File: src/rtl/linear_hash_table_engine_defines.svh
// Assertion macros for the linear hash table engine.
`ifndef LINEAR_HASH_TABLE_ENGINE_DEFINES_SVH
`define LINEAR_HASH_TABLE_ENGINE_DEFINES_SVH

// Same-cycle implication, disabled in reset.
`define LHT_ASSERT_NOW(lbl, ante, cons, msg) \
  lbl: assert property (@(posedge clk) disable iff (rst) (ante) |-> (cons)) else $error(msg);

// Next-cycle implication, disabled in reset.
`define LHT_ASSERT_NEXT(lbl, ante, cons, msg) \
  lbl: assert property (@(posedge clk) disable iff (rst) (ante) |=> (cons)) else $error(msg);

`endif

File: src/rtl/lht_pkg.sv
// Shared types, codes and widths of the linear hash table engine.
package lht_pkg;

  localparam int OP_W      = 3;
  localparam int KEY_W     = 32;
  localparam int DATA_W    = 32;
  localparam int STATUS_W  = 2;
  localparam int ITEMS_W   = 13;
  localparam int SLOTS_W   = 9;
  localparam int IBK_W     = 9;
  localparam int BSZ_W     = 7;
  localparam int CFG_W     = 9;
  localparam int CFG_IDX_W = 1;

  localparam int MAX_SLOTS_DEF  = 256;
  localparam int SLOT_DEPTH_DEF = 16;

  localparam logic [IBK_W-1:0] IBK_RESET = 9'd32;
  localparam logic [BSZ_W-1:0] BSZ_RESET = 7'd8;

  localparam logic [CFG_IDX_W-1:0] REG_INIT_BUCKETS = 1'd0;
  localparam logic [CFG_IDX_W-1:0] REG_BUCKET_SIZE  = 1'd1;

  localparam logic [OP_W-1:0] OP_CREATE = 3'd0;
  localparam logic [OP_W-1:0] OP_INSERT = 3'd1;
  localparam logic [OP_W-1:0] OP_GET    = 3'd2;
  localparam logic [OP_W-1:0] OP_REMOVE = 3'd3;
  localparam logic [OP_W-1:0] OP_CLEAR  = 3'd4;
  localparam logic [OP_W-1:0] OP_GROW   = 3'd5;

  localparam logic [STATUS_W-1:0] ST_OK      = 2'd0;
  localparam logic [STATUS_W-1:0] ST_DUP     = 2'd1;
  localparam logic [STATUS_W-1:0] ST_NOSPACE = 2'd2;
  localparam logic [STATUS_W-1:0] ST_MISS    = 2'd3;

  typedef struct packed {
    logic done;
    logic odd;
  } div_stat_t;

endpackage

File: src/rtl/lht_div.sv
// Bit-serial restoring divider: key mod bucket count plus quotient parity.
module lht_div #(
  parameter int SW = 9
) (
  input  logic                      clk,
  input  logic                      rst,
  input  logic                      start,
  input  logic [lht_pkg::KEY_W-1:0] dividend,
  input  logic [SW-1:0]             divisor,
  output logic [SW-1:0]             rem,
  output lht_pkg::div_stat_t        stat
);
  import lht_pkg::*;

  localparam int CNT_W = $clog2(KEY_W);

  logic             busy;
  logic [CNT_W-1:0] cnt;
  logic [KEY_W-1:0] dvd;
  logic [SW-1:0]    dsr;
  logic [SW:0]      trial;
  logic             qbit;

  assign trial = {rem, dvd[KEY_W-1]};
  assign qbit  = (trial >= {1'b0, dsr});

  always_ff @(posedge clk) begin
    if (rst) begin
      busy      <= 1'b0;
      stat.done <= 1'b0;
      cnt       <= '0;
    end else begin
      stat.done <= 1'b0;
      if (start) begin
        busy <= 1'b1;
        cnt  <= '0;
        dvd  <= dividend;
        dsr  <= divisor;
        rem  <= '0;
      end else if (busy) begin
        dvd      <= {dvd[KEY_W-2:0], 1'b0};
        rem      <= qbit ? SW'(trial - {1'b0, dsr}) : trial[SW-1:0];
        stat.odd <= qbit;
        cnt      <= cnt + 1'b1;
        if (cnt == CNT_W'(KEY_W - 1)) begin
          busy      <= 1'b0;
          stat.done <= 1'b1;
        end
      end
    end
  end
endmodule

File: config.mk
export PLATFORM = sky130hd
export DESIGN_NAME = lht_div
export DESIGN_NICKNAME = d
export VERILOG_FILES = /design/src/rtl/linear_hash_table_engine_defines.svh /design/src/rtl/lht_pkg.sv /design/src/rtl/lht_div.sv
export SDC_FILE = /design/constraint.sdc
export NUM_CORES = 1
export LEC_CHECK = 0
export ABC_CLOCK_PERIOD_IN_PS = 3800
export BUFFER_PORTS_ARGS = -buffer_cell sky130_fd_sc_hd__buf_2
export CAP_MARGIN = 20
export CORE_UTILIZATION = 55
export DETAILED_ROUTE_END_ITERATION = 16
export PLACE_DENSITY_LB_ADDON = 0.1
export SKIP_LAST_GASP = 1
export SYNTH_ARGS = -nofsm -noshare
export SYNTH_HDL_FRONTEND = slang
export SYNTH_SLANG_ARGS = --single-unit
File: constraint.sdc
create_clock -name clk -period 3.8 [get_ports clk]
set_input_delay 0.19 -clock clk [delete_from_list [all_inputs] [get_ports clk]]
set_output_delay 0.19 -clock clk [all_outputs]
set_load 0.03 [all_outputs]
==> flow_summary.json <==
{
  "cts_tree": "yes",
  "fin_skew_ns": 0.0117,
  "max_stage_delay_ns": 0.42,
  "diodes": 0,
  "root_buffer": "clkbuf_8",
  "fmax_ghz": 0.414,
  "syn_inst": 202,
  "routedWlPerCell_um": 15.1,
  "crit_type": "reg -> reg",
  "drt_iter0_drc": 131,
  "dpl.hpwl_mm": 3.52,
  "hold_path.class": "in -> reg",
  "path_cells": "inv_1, ha_1, inv_1, fa_1, a21oi_2, a211oi_2, nor3_4, inv_4, mux2i_1, nor2_1",
  "clk_pin_slew_worst_paths_ns": 0.06,
  "worstPathRequired_ns": 3.84,
  "grt_start_max_net_pins": 44,
  "clock-sinks": 58,
  "grt_pass1_vias": 1748,
  "cp-end-kind": "flip-flop",
  "setup_slack_ns": 1.39,
  "post-route-min-period_ns": 2.41,
  "clk_latency_ns": 0.33,
  "worstMarginPinSlew_ns": 0.904,
  "clock_path_buffers": 2,
  "gr-total-overflow": 0,
  "nets": 316,
  "ant_nets": 0,
  "drive_above_1_share_pct": 41.1,
  "synth_nets": 258,
  "synth.distinct_cells": 37,
  "crit_fanout": 11,
  "remaining_drc_errors": 0,
  "hold_buffers": 0,
  "postCtsSetupBuffers": 0,
  "via_per_inst": 5.23,
  "grt_use_total_pct": 21.4,
  "die-area_um2": 5370,
  "antenna_found_initial": 0,
  "slew_viol_final": 0,
  "period_share_pct": 63.5,
  "first_pass_iters": 4,
  "die_w_um": 73.3,
  "netlist_area_um2": 2800,
  "dp_worst_setup_slack_ns": 1.39,
  "grt_first_pass_wirelength_mm": 8.25,
  "drv_cap": 0,
  "io_pins": 55,
  "peakVddDrop_mv": 0.248,
  "numCtsBuffers": 9,
  "ff2ff_path_depth": 10,
  "io_buffers": 54,
  "routed_wl_mm": 5.02,
  "cts_resized": 0,
  "yosysSeqAreaShare_pct": 59.8,
  "avgSynthCellArea_um2": 13.8,
  "ys_warn_count": 0,
  "min_path_cells": 1,
  "relSlewSlack_pct": 39.8,
  "ys_ff_latch": 58,
  "crit_top_cell": "inv_1",
  "final_cells": 332,
  "htreeDepth": 3,
  "dp_cells": 316,
  "fin_util_pct": 68.0,
  "cp_slowest_cell": "fa_1",
  "crit_arrival_ns": 2.45,
  "coreArea_um2": 4820,
  "p_per_area_nw_per_um2": 454,
  "start_util_pct": 58.1,
  "area_delta_synth_final_pct": 17.2,
  "die_height_um": 73.3,
  "fin_hold_ws_ns": 0.0391,
  "p_leak_nw": 1.32,
  "hold_violations": 0,
  "finalSetupViolCount": 0,
  "cp-start-kind": "flip-flop",
  "row_count": 25,
  "dr_total_vias": 1735,
  "rsz0062_at_grt": "false",
  "status": "completed",
  "gp_congestion": 0.844,
  "setup_total_negative_slack_ns": 0
}
==> synthesized netlist by cell type <==
master / count / area, um2
or3_1: 1 / 6.26
o2111ai_1: 1 / 8.76
xnor2_1: 5 / 43.8
mux2_2: 31 / 349
a211oi_2: 4 / 50.1
buf_8: 1 / 15.0
xor2_1: 2 / 17.5
a21oi_2: 2 / 17.5
o21a_1: 2 / 15.0
nand3_2: 1 / 10.0
nor3_4: 1 / 16.3
or2_2: 1 / 6.26
nand3_1: 6 / 30.0
mux2i_1: 5 / 50.1
nand2b_1: 1 / 6.26
a21oi_1: 7 / 35.0
a21o_1: 3 / 22.5
inv_1: 13 / 48.8
ha_1: 11 / 138
clkbuf_1: 7 / 26.3
nand2_1: 4 / 15.0
a221oi_1: 1 / 8.76
nor2b_1: 1 / 6.26
nor2_1: 17 / 63.8
edfxtp_1: 51 / 1530
a211oi_1: 1 / 7.51
nand4_1: 1 / 6.26
a31o_2: 1 / 8.76
inv_4: 1 / 6.26
and2_1: 3 / 18.8
fa_1: 1 / 20.0
o211a_1: 1 / 10.0
and3_1: 2 / 12.5
a41oi_1: 1 / 8.76
dfxtp_1: 7 / 140
o21ai_1: 2 / 10.0
o21ai_0: 2 / 10.0
==> kinds of logic after synthesis <==
group	after synthesis	synth area share (%)
flip-flops	58	59.8
AND/OR/NAND/NOR	39	7.07
multiplexers	36	14.3
AO/OA/AOI/OAI	28	7.61
buffers and inverters	22	3.45
adder cells (fa/ha/maj)	12	5.64
XOR/XNOR	7	2.19
==> power breakdown <==
part / leakage (nW) / internal [mW] / switching (mW)
Clock: 0.0796 / 0.228 / 0.225
Combinational: 0.701 / 0.117 / 0.148
Sequential: 0.543 / 0.749 / 0.0204
Total: 1.32 / 1.09 / 0.394
==> worst paths after layout <==
kind | start | to | slack, ns
hold reg to reg | cnt[4] | cnt[4] | 0.51
hold / removal | divisor[6] | dsr[6] | 0.04
setup reg to reg | dvd[31] | rem[6] | 1.39
setup / recovery | dvd[31] | rem[6] | 1.39
==> placed cells by master, fill, tap and decap left out, types with 4 or more instances in the layout <==
cell / n
a21oi_1: 7
ha_1: 11
clkbuf_8: 9
dfxtp_1: 7
nand2_1: 4
nand3_1: 6
mux2_2: 31
inv_1: 13
a211oi_2: 4
edfxtp_1: 51
nor2_1: 16
buf_2: 54
xnor2_1: 5
mux2i_1: 5
==> per-stage QoR <==
stage	total power [mW]	cell area, um2
floorplan	0.978	2800
global placement	1.04	3120
detailed placement	1.05	3120
CTS	1.49	3280
global route	1.55	3280
finish	1.49	3280
==> flip-flops by register name, indices dropped and copies added, names as in the netlist <==
| register | count |
|---|---|
| cnt | 5 |
| rem | 9 |
| stat | 2 |
| dsr | 9 |
| dvd | 32 |
| busy | 1 |
==> critical path, delay by kind of cell, from the launching register on <==
| kind | cells | cell delay [ns] |
|---|---|---|
| AO/OA/AOI/OAI | 2 | 0.28 |
| AND/OR/NAND/NOR | 2 | 0.38 |
| multiplexers | 1 | 0.20 |
| buffers and inverters | 3 | 0.27 |
| adder cells (fa/ha/maj) | 2 | 0.60 |
| flip-flops | 1 | 0.39 |
==> routing by layer <==
layer / global-route usage, % / routed length (um) / vias up / part of all wire, %
li1: - / - / 865 / -
met1: 27.9 / 2300 / 826 / 46
met2: 34.3 / 2450 / 38 / 49
met3: 6.86 / 206 / 6 / 4.1
met4: 7.05 / 62 / 0 / 1.2
met5: 0 / 0 / - / 0
==> cell type report <==
| cell class | instances | area (um2) |
|---|---|---|
| clock buffer | 11 | 131 |
| clock inverter | 5 | 21.3 |
| fill | 402 | 1540 |
| inverter | 14 | 55.1 |
| multi-input combinational | 122 | 1040 |
| sequential | 58 | 1670 |
| tap | 67 | 83.8 |
| timing repair buffer | 55 | 278 |
Power figures use the tool's default switching activity.
